===== config.mk =====
export PLATFORM = sky130hd
export DESIGN_NAME = jpeg_adobe_app14_scanner_flat
export DESIGN_NICKNAME = d
export VERILOG_FILES = /design/src/hw/rtl/jas_pkg.sv /design/src/hw/rtl/jas_byte_if.sv /design/src/hw/rtl/jas_result_if.sv /design/src/hw/rtl/jpeg_adobe_app14_scanner.sv /design/src/flat_wrapper.sv
export SDC_FILE = /design/constraint.sdc
export NUM_CORES = 1
export LEC_CHECK = 0
export ABC_AREA = 1
export ABC_CLOCK_PERIOD_IN_PS = 5000
export BUFFER_PORTS_ARGS = -buffer_cell sky130_fd_sc_hd__buf_2
export CAP_MARGIN = 30
export CORE_MARGIN = 1
export CORE_UTILIZATION = 25
export DETAILED_ROUTE_END_ITERATION = 7
export GPL_TIMING_DRIVEN = 0
export PLACE_DENSITY_LB_ADDON = 0.2
export SLEW_MARGIN = 20
export SYNTH_ARGS = -nofsm -noshare
export SYNTH_HDL_FRONTEND = slang
export SYNTH_SLANG_ARGS = --single-unit

===== constraint.sdc =====
create_clock -name clk -period 5 [get_ports clk]
set_clock_uncertainty 0.2 [all_clocks]
set_input_delay 0.25 -clock clk [delete_from_list [all_inputs] [get_ports clk]]
set_output_delay 0.25 -clock clk [all_outputs]
set_load 0.03 [all_outputs]

===== src/hw/rtl/jas_pkg.sv =====
// Shared constants and helpers for the JPEG Adobe APP14 scanner.
package jas_pkg;

    // Parser phase codes
    localparam logic [2:0] PH_SOI0    = 3'd0;
    localparam logic [2:0] PH_SOI1    = 3'd1;
    localparam logic [2:0] PH_MARKER  = 3'd2;
    localparam logic [2:0] PH_LENHI   = 3'd3;
    localparam logic [2:0] PH_LENLO   = 3'd4;
    localparam logic [2:0] PH_PAYLOAD = 3'd5;

    // Marker and length constants
    localparam logic [7:0]  BYTE_FILL   = 8'hFF;
    localparam logic [7:0]  MARK_SOI    = 8'hD8;
    localparam logic [7:0]  MARK_SOS    = 8'hDA;
    localparam logic [7:0]  MARK_EOI    = 8'hD9;
    localparam logic [7:0]  MARK_TEM0   = 8'h00;
    localparam logic [7:0]  MARK_TEM1   = 8'h01;
    localparam logic [7:0]  MARK_RST_LO = 8'hD0;
    localparam logic [7:0]  MARK_RST_HI = 8'hD7;
    localparam logic [7:0]  MARK_APP14  = 8'hEE;
    localparam logic [15:0] LEN_MIN     = 16'd2;
    localparam logic [15:0] LEN_ADOBE   = 16'd14;
    localparam logic [2:0]  TAG_LEN     = 3'd5;

    // Bytes of the identifier "Adobe"
    function automatic logic [7:0] adobe_tag(input logic [2:0] idx);
        logic [7:0] res;
        case (idx)
            3'd0:    res = 8'h41;
            3'd1:    res = 8'h64;
            3'd2:    res = 8'h6F;
            3'd3:    res = 8'h62;
            3'd4:    res = 8'h65;
            default: res = 8'h00;
        endcase
        return res;
    endfunction

endpackage


===== src/hw/rtl/jas_byte_if.sv =====
// Byte stream channel: one file byte and its last-byte flag per transaction.
interface jas_byte_if;
    logic       valid;
    logic       ready;
    logic [7:0] data_byte;
    logic       end_of_file;

    modport source (output valid, output data_byte, output end_of_file, input ready);
    modport sink   (input valid, input data_byte, input end_of_file, output ready);
endinterface


===== src/hw/rtl/jas_result_if.sv =====
// Result channel: one found flag per file.
interface jas_result_if;
    logic valid;
    logic ready;
    logic found;

    modport source (output valid, output found, input ready);
    modport sink   (input valid, input found, output ready);
endinterface


===== src/hw/rtl/jpeg_adobe_app14_scanner.sv =====
// Top level: scans a JPEG byte stream for an Adobe APP14 segment before SOS/EOI.
//
// Usage:
//   stream carries one byte of the encoded file per transaction, with
//   end_of_file set on the last byte of each file. result carries exactly
//   one found flag per file, issued on the byte that settles the answer
//   (an Adobe segment completing, SOS/EOI, a bad header or length, or the
//   last byte of the file). Bytes after the decision are consumed silently
//   up to end_of_file, after which the parser restarts for the next file.
//   Throughput: one byte per cycle while stream.ready is high, set by the
//   parser state update. The result is registered: it enters the output
//   register as the deciding byte is accepted.
//   Stall: the output register holds one result; while it is full and
//   result.ready is low, stream.ready drops. While it is being drained,
//   a new byte is still taken in the same cycle.
//   Reset: rst_n (asynchronous, active low) clears the parser to expect the
//   first SOI byte and empties the output register.
module jpeg_adobe_app14_scanner (
    input  logic                clk,
    input  logic                rst_n,
    jas_byte_if.sink            stream,
    jas_result_if.source        result
);

    logic [2:0]  phase_reg,        phase_next;
    logic [15:0] segment_left_reg, segment_left_next;
    logic [7:0]  length_high_reg,  length_high_next;
    logic [2:0]  match_index_reg,  match_index_next;
    logic        candidate_reg,    candidate_next;
    logic        decided_reg,      decided_next;
    logic        out_valid_reg;
    logic        found_reg;

    logic        accept;
    logic        emit;
    logic        value;
    logic [7:0]  b;
    logic [15:0] len;
    logic [15:0] left_dec;

    assign b        = stream.data_byte;
    assign len      = {length_high_reg, b};
    assign left_dec = segment_left_reg - 16'd1;

    // Take a byte whenever the output register is empty or draining
    assign stream.ready = !out_valid_reg || result.ready;
    assign accept       = stream.valid && stream.ready;

    // Compute next parser state for the presented byte
    always_comb
    begin
        phase_next        = phase_reg;
        segment_left_next = segment_left_reg;
        length_high_next  = length_high_reg;
        match_index_next  = match_index_reg;
        candidate_next    = candidate_reg;
        decided_next      = decided_reg;
        emit              = 1'b0;
        value             = 1'b0;

        if (!decided_reg)
        begin
            case (phase_reg)
                jas_pkg::PH_SOI0:
                begin
                    if (b == jas_pkg::BYTE_FILL)
                        phase_next = jas_pkg::PH_SOI1;
                    else
                        emit = 1'b1;
                end
                jas_pkg::PH_SOI1:
                begin
                    if (b == jas_pkg::MARK_SOI)
                        phase_next = jas_pkg::PH_MARKER;
                    else
                        emit = 1'b1;
                end
                jas_pkg::PH_LENHI:
                begin
                    length_high_next = b;
                    phase_next       = jas_pkg::PH_LENLO;
                end
                jas_pkg::PH_LENLO:
                begin
                    if (len < jas_pkg::LEN_MIN)
                        emit = 1'b1;
                    else
                    begin
                        candidate_next    = candidate_reg && (len >= jas_pkg::LEN_ADOBE);
                        segment_left_next = len - jas_pkg::LEN_MIN;
                        match_index_next  = 3'd0;
                        phase_next        = (len == jas_pkg::LEN_MIN) ?
                                            jas_pkg::PH_MARKER : jas_pkg::PH_PAYLOAD;
                    end
                end
                jas_pkg::PH_PAYLOAD:
                begin
                    // compare the leading payload bytes against the tag
                    if (match_index_reg < jas_pkg::TAG_LEN)
                    begin
                        if (b != jas_pkg::adobe_tag(match_index_reg))
                            candidate_next = 1'b0;
                        match_index_next = match_index_reg + 3'd1;
                    end
                    segment_left_next = left_dec;
                    if (left_dec == 16'd0)
                    begin
                        if (candidate_next)
                        begin
                            emit  = 1'b1;
                            value = 1'b1;
                        end
                        else
                            phase_next = jas_pkg::PH_MARKER;
                    end
                end
                default:
                begin
                    // marker search: skip fill and stand-alone markers
                    if (b == jas_pkg::BYTE_FILL)
                    begin
                        phase_next = phase_reg;
                    end
                    else if (b == jas_pkg::MARK_SOS || b == jas_pkg::MARK_EOI)
                        emit = 1'b1;
                    else if (b == jas_pkg::MARK_TEM0 || b == jas_pkg::MARK_TEM1 ||
                             (b >= jas_pkg::MARK_RST_LO && b <= jas_pkg::MARK_RST_HI))
                    begin
                        phase_next = phase_reg;
                    end
                    else
                    begin
                        candidate_next = (b == jas_pkg::MARK_APP14);
                        phase_next     = jas_pkg::PH_LENHI;
                    end
                end
            endcase

            // end of file forces a negative answer if still open
            if (!emit && stream.end_of_file)
            begin
                emit  = 1'b1;
                value = 1'b0;
            end
            if (emit)
                decided_next = 1'b1;
        end

        // restart for the next file
        if (stream.end_of_file)
        begin
            phase_next        = jas_pkg::PH_SOI0;
            segment_left_next = 16'd0;
            length_high_next  = 8'd0;
            match_index_next  = 3'd0;
            candidate_next    = 1'b0;
            decided_next      = 1'b0;
        end
    end

    // Advance parser state on each accepted transaction
    always_ff @(posedge clk or negedge rst_n)
    begin
        if (!rst_n)
        begin
            phase_reg        <= jas_pkg::PH_SOI0;
            segment_left_reg <= 16'd0;
            length_high_reg  <= 8'd0;
            match_index_reg  <= 3'd0;
            candidate_reg    <= 1'b0;
            decided_reg      <= 1'b0;
        end
        else if (accept)
        begin
            phase_reg        <= phase_next;
            segment_left_reg <= segment_left_next;
            length_high_reg  <= length_high_next;
            match_index_reg  <= match_index_next;
            candidate_reg    <= candidate_next;
            decided_reg      <= decided_next;
        end
    end

    // Hold the result until the receiver takes it
    always_ff @(posedge clk or negedge rst_n)
    begin
        if (!rst_n)
            out_valid_reg <= 1'b0;
        else if (accept && emit)
            out_valid_reg <= 1'b1;
        else if (result.ready)
            out_valid_reg <= 1'b0;
    end

    always_ff @(posedge clk)
    begin
        if (accept && emit)
            found_reg <= value;
    end

    assign result.valid = out_valid_reg;
    assign result.found = found_reg;

endmodule

===== src/flat_wrapper.sv =====
// flat-port wrapper written by rule: the top's interface ports become plain ports
module jpeg_adobe_app14_scanner_flat 
  (clk, rst_n, stream_valid, stream_data_byte, stream_end_of_file, stream_ready, result_valid, result_found, result_ready);
  jas_byte_if stream_i ();
  jas_result_if result_i ();
  input  logic clk;
  input  logic rst_n;
  input wire logic [$bits(stream_i.valid)-1:0] stream_valid;
  input wire logic [$bits(stream_i.data_byte)-1:0] stream_data_byte;
  input wire logic [$bits(stream_i.end_of_file)-1:0] stream_end_of_file;
  output wire logic [$bits(stream_i.ready)-1:0] stream_ready;
  output wire logic [$bits(result_i.valid)-1:0] result_valid;
  output wire logic [$bits(result_i.found)-1:0] result_found;
  input wire logic [$bits(result_i.ready)-1:0] result_ready;
  assign stream_i.valid = stream_valid;
  assign stream_i.data_byte = stream_data_byte;
  assign stream_i.end_of_file = stream_end_of_file;
  assign stream_ready = stream_i.ready;
  assign result_valid = result_i.valid;
  assign result_found = result_i.found;
  assign result_i.ready = result_ready;
  jpeg_adobe_app14_scanner u_core (.clk(clk), .rst_n(rst_n), .stream(stream_i), .result(result_i));
endmodule

==> impl_metrics.env, run 1 <==
export IMPL_reg2reg_slack_ns=2.28
export IMPL_whs_path_depth=4
export IMPL_rsz0062_at_grt="no"
export IMPL_drive_above_1_share=0.129
export IMPL_grt_pass1_vias=2872
export IMPL_fin_crit_sh=0.545
export IMPL_power_internal_mw=0.821
export IMPL_synth_net_count=478
export IMPL_reg2regPathDepth=15
export IMPL_worst_ir_drop_vdd_mv=0.178
export IMPL_min_from="result_ready"
export IMPL_crit_reg2reg_launch="u_core.segment_left_reg[0]"
export IMPL_p_sw_mw=0.728
export IMPL_io_buffer_count=14
export IMPL_grt_max_degree=34
export IMPL_hold_ws_ns=0.0384
export IMPL_drt_wl_total_mm=8.88
export IMPL_antenna_found_initial=0
export IMPL_yosysUniqueCellTypes=38
export IMPL_p_leak_nw=1.65
export IMPL_drt_pass1_iter_count=6
export IMPL_synth_seq_cells=34
export IMPL_die_w_um=111
export IMPL_cts_sinks=34
export IMPL_post_synth_top_area_fraction=0.276
export IMPL_cts_root_buf="clkbuf_16"
export IMPL_diodes=0
export IMPL_slew_violations=0
export IMPL_largest_reg_flops=16
export IMPL_dieArea_um2=12400
export IMPL_io_pins=16
export IMPL_hold_end="u_core.result.valid"
export IMPL_cp_end_kind="flop"
export IMPL_path_class="flop to flop"
export IMPL_syn_avg_cell_area_um2=6.55
export IMPL_tns_ns=0
export IMPL_drt_iter0_markers=166
export IMPL_p_comb_frac=0.516
export IMPL_cts_buffers=5
export IMPL_avgViaCountPerCell=4.79
export IMPL_routabilityCongestion=0.844
export IMPL_cts_hold_buffers_added=1
export IMPL_hold_violations=0
export IMPL_hold_path_class="input port to flop"
export IMPL_core_area_um2=11500
export IMPL_synthCells=456
export IMPL_area_growth_pct=14.2
export IMPL_initial_core_util=0.259
export IMPL_worst_pin_slew_ns=0.815
export IMPL_clk_latency_ns=0.28
export IMPL_path_max_fanout=5
export IMPL_p_clk_frac=0.222
export IMPL_synth_top_area_cell="dfrtp_1"
export IMPL_r2r_end="u_core.result.found"
export IMPL_route_vias_total=2982
export IMPL_fin_crit_ns=2.72
export IMPL_yosysSeqAreaShare=0.286
export IMPL_track_usage=0.151
export IMPL_finalPower_mw=1.55
export IMPL_dp_hpwl_mm=7.09
export IMPL_relSlewSlack=0.457
export IMPL_cp_data_arrival_time_ns=2.53
export IMPL_ys_warn_count=0
export IMPL_outcome="complete, but fails checks"
export IMPL_path_clk_slew_ns=0.05
export IMPL_seqPwrFrac=0.262
export IMPL_grt_first_pass_wirelength_mm=14.6
export IMPL_cellPowerDensity_nw_per_um2=454
export IMPL_grt_overflow=0
export IMPL_clockBufferDepth=2
export IMPL_maxCapViolCount=0
export IMPL_cts_resized=0
export IMPL_postCtsSetupRepairBufs=0
export IMPL_switching_share=0.470
export IMPL_fin_nets=500
export IMPL_synthTopCellsByArea="dfrtp_1, nand2_1, nor2_1"
export IMPL_htreeDepth=2
export IMPL_finalSetupViolCount=0
export IMPL_synth_area_um2=2990
export IMPL_drc_errors=2
export IMPL_dieHeight_um=111
export IMPL_final_antenna_net_count=0
export IMPL_cts_tree="built"
export IMPL_drt_wirelength_per_cell_um=14.3
export IMPL_rows=39
export IMPL_worst_setup_path_start_kind="flop"
export IMPL_violations="design-rule violations"
export IMPL_crit_required_ns=4.80
export IMPL_fmax_ghz=0.367
[routing by layer]
layer	up-vias	GRT usage	share of wire
met5	-	0	0
met4	0	0.0586	0.017
met3	11	0.0290	0.036
met2	57	0.243	0.44
met1	1380	0.200	0.50
li1	1534	-	-
[synth_stat cells, drive strengths merged]
cell type	number
nor3	8
dfrtp	33
clkinv	1
nand3b	1
clkbuf	3
o2111ai	3
nand4	5
buf	2
nand2	118
nand3	45
xor2	6
a41oi	1
or3	1
inv	67
o211ai	2
nor4	1
nor2	77
ha	9
xnor2	2
o21ai	41
o31ai	2
o221ai	3
a21oi	10
edfxtp	1
o22ai	14
[layout by cell type, fill, tap and decap left out, drive strengths merged, types with 5 or more instances in the layout]
cell type  synthesis  routed
a21oi             10      10
buf                2      16
clkbuf             3      11
dfrtp             33      33
ha                 9       9
inv               67      67
nand2            118     118
nand3             45      45
nand4              5       5
nor2              77      77
nor3               8       8
o21ai             41      41
o22ai             14      14
xor2               6       6
[cell type report]
cell class | instances | area [um^2]
Buffer | 5 | 27.5
Clock buffer | 8 | 166
Fill cell | 1313 | 8100
Inverter | 68 | 260
Multi-Input combinational cell | 349 | 1840
Sequential cell | 34 | 856
Tap cell | 143 | 179
Timing Repair Buffer | 15 | 80.1
[through the flow]
step / area, um^2 / setup WS, ns / utilization / instances
floorplan: 2990 / 2.72 / - / 456
global placement: 3240 / 2.28 / 0.281 / 613
detailed placement: 3240 / 2.26 / 0.281 / 613
CTS: 3410 / 2.25 / 0.296 / 622
global route: 3410 / 1.93 / 0.296 / 622
finish: 3410 / 2.28 / 0.296 / 622
[worst max-delay path by stage]
stage                               startpoint                   to  slack, ns
finish              u_core.segment_left_reg[0]  u_core.result.found       2.28
global route        u_core.segment_left_reg[0]  u_core.result.found       1.93
CTS                 u_core.segment_left_reg[0]  u_core.result.found       2.25
detailed placement  u_core.segment_left_reg[0]  u_core.result.found       2.26
global placement    u_core.segment_left_reg[0]  u_core.result.found       2.28
floorplan            u_core.match_index_reg[0]  u_core.result.found       2.72
[kinds of logic (layout without fill, tap and decap cells)]
group                    after synthesis  in the layout  share of synthesized area
AO/OA/AOI/OAI                         76             76                      0.175
XOR/XNOR                               8              8                     0.0235
adder cells (fa/ha/maj)                9              9                     0.0377
buffers and inverters                 73             96                     0.0963
flip-flops                            34             34                      0.286
AND/OR/NAND/NOR                      256            256                      0.381
[worst max-delay path, stage by stage, from the launching register on]
cell and delay, ns:
dfrtp_1 0.39, inv_1 0.13, ha_1 0.28, xnor2_1 0.31, nand2_1 0.08, nor2_1 0.13
nand2_1 0.06, nor2_1 0.11, nand3_1 0.09, nor2_1 0.17, nand3_1 0.14, nand2_1 0.11
nand2_1 0.05, nand2_1 0.05, nand2_1 0.08, inv_1 0.07
[power by group through the flow]
stage / registers, mW / clock network, mW / logic [mW]
final: 0.406 / 0.344 / 0.800
after detailed placement: 0.411 / 0 / 0.795
after global routing: 0.415 / 0.365 / 0.904
after global placement: 0.409 / 0 / 0.800
after floorplan: 0.402 / 0 / 0.605
after CTS: 0.406 / 0.358 / 0.801
Note: power is estimated with default switching activity, not from simulation.
==> run 2, diff against run 1 <==
ABC_CLOCK_PERIOD_IN_PS = 2600   (was 5000)
clock period = 2.6 ns   (was 5 ns; I/O delays follow)
==> run 2 against run 1 <==
  * The run still ends with design-rule violations left
  * Clock power rose by 92%
  * Sequential power increased by 94%
  * Utilization is 1.2 points higher
  * Register-to-register slack worse by 2.1 ns
  * Die area unchanged
  * Critical endpoint unchanged
==> impl_metrics.env, run 2 (same netlist as run 1, synthesis figures left out) <==
export IMPL_worst_ir_drop_vdd_mv=0.342
export IMPL_crit_top_cell="nand2_1"
export IMPL_hold_path_class="input port to flop"
export IMPL_antenna_found_initial=0
export IMPL_route_vias_total=2996
export IMPL_seqPwrFrac=0.254
export IMPL_fmax_ghz=0.408
export IMPL_io_pins=16
export IMPL_rows=39
export IMPL_fin_crit_ns=2.45
export IMPL_diodes=0
export IMPL_met1_usage=0.199
export IMPL_outcome="complete, but fails checks"
export IMPL_violations="design-rule violations"
export IMPL_top_usage_layer="met2"
export IMPL_stdcell_count=628
export IMPL_worst_setup_path_start_kind="flop"
export IMPL_grt_max_degree=34
export IMPL_cp_cell_sequence="ha_2, ha_4, nor2_1, nand3_1, nand2_1, nand2_1, nor2_1, nand2_1, nand2_2, nand2_2, nor2_4, nand3_2, nand2_2, nand2_1, nand2_1, nand2_2, inv_2"
export IMPL_finalSetupViolCount=0
export IMPL_drt_wirelength_per_cell_um=14.2
export IMPL_met3_usage=0.0290
export IMPL_cts_root_buf="clkbuf_16"
export IMPL_core_area_um2=11500
export IMPL_p_leak_nw=1.69
export IMPL_fin_crit_sh=0.943
export IMPL_drt_pass1_iter_count=7
export IMPL_hold_violations=0
export IMPL_io_buffer_count=14
export IMPL_fin_nets=506
export IMPL_path_max_fanout=4
export IMPL_grt_overflow=0
export IMPL_area_growth_pct=18.8
export IMPL_largest_reg_flops=16
export IMPL_grt_util_met2=0.244
export IMPL_dieArea_um2=12400
export IMPL_slowest_delay_ns=0.42
export IMPL_final_antenna_net_count=0
export IMPL_fillers=1300
export IMPL_switching_share=0.471
export IMPL_p_clk_frac=0.214
export IMPL_initial_core_util=0.259
export IMPL_cp_data_arrival_time_ns=2.26
export IMPL_maxCapViolCount=0
export IMPL_p_sw_mw=1.45
export IMPL_tns_ns=0
export IMPL_die_w_um=111
export IMPL_finalPower_mw=3.09
export IMPL_clockBufferDepth=2
export IMPL_p_comb_frac=0.532
export IMPL_crit_required_ns=2.41
export IMPL_cellPowerDensity_nw_per_um2=870
export IMPL_post_place_ws_ns=-0.142
export IMPL_avgViaCountPerCell=4.77
export IMPL_routabilityCongestion=0.844
export IMPL_clk_latency_ns=0.28
export IMPL_slew_violations=0
export IMPL_cp_end_kind="flop"
export IMPL_drive_above_1_share=0.186
export IMPL_grt_first_pass_wirelength_mm=14.6
export IMPL_power_internal_mw=1.63
export IMPL_worst_pin_slew_ns=0.813
export IMPL_crit_slowest_cell="dfrtp_1"
export IMPL_drt_iter0_markers=144
export IMPL_path_class="flop to flop"
export IMPL_cts_sinks=34
export IMPL_relSlewSlack=0.458
export IMPL_track_usage=0.151
export IMPL_grt_pass1_vias=2875
export IMPL_drt_wl_total_mm=8.93
export IMPL_cts_buffers=5
export IMPL_rsz0062_at_grt="yes"
export IMPL_dieHeight_um=111
export IMPL_cts_tree="built"
export IMPL_worst_slack_ns=0.149
export IMPL_dp_hpwl_mm=7.09
export IMPL_drc_errors=2
export IMPL_path_clk_slew_ns=0.05
export IMPL_layout_commonest_cell="nand2_1"
export IMPL_htreeDepth=2
export IMPL_final_cell_mix="nand2_1, nor2_1, inv_1"
export IMPL_placed_cells=613
export IMPL_reg2reg_slack_ns=0.15
## run 2: changes by cell type in the layout (fill, tap and decap cells not counted), sizes merged
cell,previous run,this run
buf,16,20
dlygate4sd3,1,3
## run 2: power groups by stage
stage,logic (mW),clock network [mW],registers (mW)
floorplan,1.16,0,0.773
global placement,1.54,0,0.786
detailed placement,1.53,0,0.790
CTS,1.60,0.689,0.783
global route,1.84,0.703,0.802
finish,1.64,0.661,0.786
## run 2: final timing paths
kind                                            from                         end  cells past startpoint
hold reg to reg                  u_core.result.valid         u_core.result.valid                      2
setup reg to reg           u_core.match_index_reg[1]         u_core.result.found                     17
max in group asynchronous                      rst_n   u_core.length_high_reg[1]                      2
min in group asynchronous                      rst_n  u_core.segment_left_reg[8]                      2
setup / recovery           u_core.match_index_reg[1]         u_core.result.found                     17
hold / removal                   stream_data_byte[7]   u_core.length_high_reg[7]                      3
## run 2: stage by stage
stage	util	hold WS (ns)	cell area (um^2)
6_report	0.308	0.0240	3550
3_5_place_dp	0.281	0.0823	3240
2_1_floorplan	-	-0.366	2990
3_3_place_gp	0.281	0.0837	3240
4_1_cts	0.301	0.0173	3470
5_1_grt	0.308	0.0254	3550
## run 2: timing repair
| action | CTS | global route |
|---|---|---|
| endpoints found under the hold margin | 35 | 0 |
| pin swaps | 0 | 7 |
| setup endpoints to repair | 1 | 1 |
| hold buffers | 3 | 0 |
| gates resized for setup | 8 | 22 |
| setup buffers | 0 | 4 |
## run 2: worst max-delay path, delay by kind of cell, from the launching register on
family                   cells  cell delay (ns)
flip-flops                   1             0.42
buffers and inverters        1             0.05
AND/OR/NAND/NOR             14             1.09
adder cells (fa/ha/maj)      2             0.39
## run 2: layout make-up
cell class,count,area (um^2),area share
Multi-Input combinational cell,349,1930,0.543
Tap cell,143,179,0.0504
Buffer,5,27.5,0.00775
Sequential cell,34,856,0.241
Clock buffer,8,166,0.0469
Timing Repair Buffer,21,130,0.0366
Inverter,68,263,0.0740
## run 2: routing by layer
metal / routed length (um) / share of wire / vias to the layer above
met5: 0 / 0 / -
met4: 147 / 0.016 / 0
met3: 370 / 0.041 / 11
met2: 3980 / 0.45 / 59
met1: 4430 / 0.50 / 1379
li1: - / - / 1547
==> run 3, diff against run 2 <==
==> constraint.sdc (replaced) <==
create_clock -name clk -period 2.6 [get_ports clk]
set_clock_uncertainty 0.2 [all_clocks]
set_input_delay 0.39 -clock clk [delete_from_list [all_inputs] [get_ports clk]]
set_output_delay 0.39 -clock clk [all_outputs]
set_load 0.03 [all_outputs]
==> run 3 against run 2 <==
  * The flow still finishes with violations (design-rule violations)
  * Hold slack got worse by 0.023 ns
  * Cell area down 0.85%
  * Setup slack got worse by 0.0046 ns
  * Sequential power hardly changed
  * Via count decreased by 0.73%
  * Maximum frequency fell by 0.19%
  * Clock power about the same
  * Flip-flop and latch count unchanged
  * Critical path depth unchanged
  * First-iteration DRC count up 20%
  * Total power about the same
  * Global-route usage about the same
==> impl_metrics.env, run 3 (same netlist as run 1, synthesis figures left out) <==
export IMPL_outcome="complete, but fails checks"
export IMPL_violations="design-rule violations"
export IMPL_dieArea_um2=12400
export IMPL_cts_buffers=5
export IMPL_path_clk_slew_ns=0.06
export IMPL_p_clk_frac=0.214
export IMPL_cpLargestDelayFamily="simple AND/OR/NAND/NOR gates"
export IMPL_dp_hpwl_mm=7.09
export IMPL_route_vias_total=2974
export IMPL_diodes=0
export IMPL_fmax_ghz=0.407
export IMPL_cts_tree="built"
export IMPL_crit_slowest_cell="dfrtp_1"
export IMPL_crit_top_cell="nand2_1"
export IMPL_cts_hold_buffers_added=0
export IMPL_io_pins=16
export IMPL_dieHeight_um=111
export IMPL_finalInstanceArea_um2=3520
export IMPL_crit_required_ns=2.41
export IMPL_hold_path_class="input port to async pin"
export IMPL_cp_cell_sequence="ha_2, ha_4, nor2_1, nand3_1, nand2_1, nand2_1, nor2_1, nand2_1, nand2_2, nand2_2, nor2_4, nand3_2, nand2_2, nand2_1, nand2_1, nand2_2, inv_2"
export IMPL_clockBufferDepth=2
export IMPL_drc_errors=2
export IMPL_finalPower_mw=3.09
export IMPL_io_buffer_count=14
export IMPL_fin_crit_sh=0.944
export IMPL_final_cell_mix="nand2_1, nor2_1, inv_1"
export IMPL_fin_nets=503
export IMPL_antenna_found_initial=0
export IMPL_grt_max_degree=34
export IMPL_hold_violations=0
export IMPL_cellPowerDensity_nw_per_um2=877
export IMPL_maxCapViolCount=0
export IMPL_drt_iter0_markers=173
export IMPL_layout_commonest_cell="nand2_1"
export IMPL_final_antenna_net_count=0
export IMPL_cp_end_kind="flop"
export IMPL_drive_above_1_share=0.187
export IMPL_slowest_delay_ns=0.42
export IMPL_fin_crit_ns=2.46
export IMPL_drt_wirelength_per_cell_um=14.3
export IMPL_reg2regPathDepth=17
export IMPL_worst_setup_path_start_kind="flop"
export IMPL_grt_pass1_vias=2881
export IMPL_hold_ws_ns=0.000788
export IMPL_drt_pass1_iter_count=6
export IMPL_rsz0062_at_grt="yes"
export IMPL_p_leak_nw=1.68
export IMPL_clk_latency_ns=0.28
export IMPL_cts_root_buf="clkbuf_16"
export IMPL_power_internal_mw=1.63
export IMPL_post_place_ws_ns=-0.142
export IMPL_p_comb_frac=0.531
export IMPL_cp_num_cells=17
export IMPL_placed_cells=613
export IMPL_cp_data_arrival_time_ns=2.26
export IMPL_seqPwrFrac=0.255
export IMPL_worst_slack_ns=0.144
export IMPL_routabilityCongestion=0.844
export IMPL_p_sw_mw=1.45
export IMPL_worst_ir_drop_vdd_mv=0.342
export IMPL_final_util=0.306
export IMPL_placed_area_um2=3240
export IMPL_worst_pin_slew_ns=0.820
export IMPL_initial_core_util=0.259
export IMPL_crit_buf_inv=1
export IMPL_avgViaCountPerCell=4.76
export IMPL_reg2reg_slack_ns=0.14
export IMPL_htreeDepth=2
export IMPL_area_growth_pct=17.8
export IMPL_die_w_um=111
export IMPL_path_max_fanout=4
export IMPL_largest_reg_flops=16
export IMPL_rows=39
export IMPL_slew_violations=0
export IMPL_relSlewSlack=0.453
export IMPL_drt_wl_total_mm=8.91
export IMPL_cts_sinks=34
export IMPL_finalSetupViolCount=0
export IMPL_fillers=1301
export IMPL_grt_first_pass_wirelength_mm=14.6
export IMPL_stdcell_count=625
export IMPL_path_class="flop to flop"
export IMPL_grt_overflow=0
export IMPL_switching_share=0.471
export IMPL_track_usage=0.151
export IMPL_tns_ns=0
export IMPL_core_area_um2=11500
## run 3: changes by cell type in the layout (fill, tap and decap cells not counted)
cell           before  now
dlygate4sd3_1       3    0
## run 3: final timing paths
path | endpoint | from
setup reg to reg | u_core.result.found | u_core.match_index_reg[1]
hold reg to reg | u_core.result.valid | u_core.result.valid
max in group asynchronous | u_core.length_high_reg[1] | rst_n
min in group clk | u_core.result.valid | result_ready
hold / removal | u_core.segment_left_reg[8] | rst_n
setup / recovery | u_core.result.found | u_core.match_index_reg[1]
## run 3: repair_timing
action	4_1_cts	5_1_grt
resized for setup	8	22
setup buffers	0	4
setup endpoints to repair	1	1
pin swaps	0	7
## run 3: layout make-up
| class | count | area [um^2] | share of cell area |
|---|---|---|---|
| well taps | 143 | 179 | 0.0508 |
| inverters | 68 | 263 | 0.0746 |
| repair buffers | 18 | 100 | 0.0284 |
| plain buffers | 5 | 27.5 | 0.00782 |
| flip-flops and latches | 34 | 856 | 0.243 |
| clock buffers | 8 | 166 | 0.0473 |
| multi-input cells | 349 | 1930 | 0.548 |
## run 3: per-layer routing
layer,vias to the layer above,track usage,routed length [um]
li1,1542,-,-
met2,53,0.244,3990
met1,1368,0.200,4410
met4,0,0.0595,155
met3,11,0.0290,362
met5,-,0,0
## run 3: power groups by stage
stage | logic [mW] | registers (mW) | clock network [mW]
CTS | 1.60 | 0.783 | 0.689
global route | 1.84 | 0.802 | 0.703
finish | 1.64 | 0.786 | 0.662
floorplan | 1.16 | 0.773 | 0
global placement | 1.54 | 0.786 | 0
detailed placement | 1.53 | 0.790 | 0
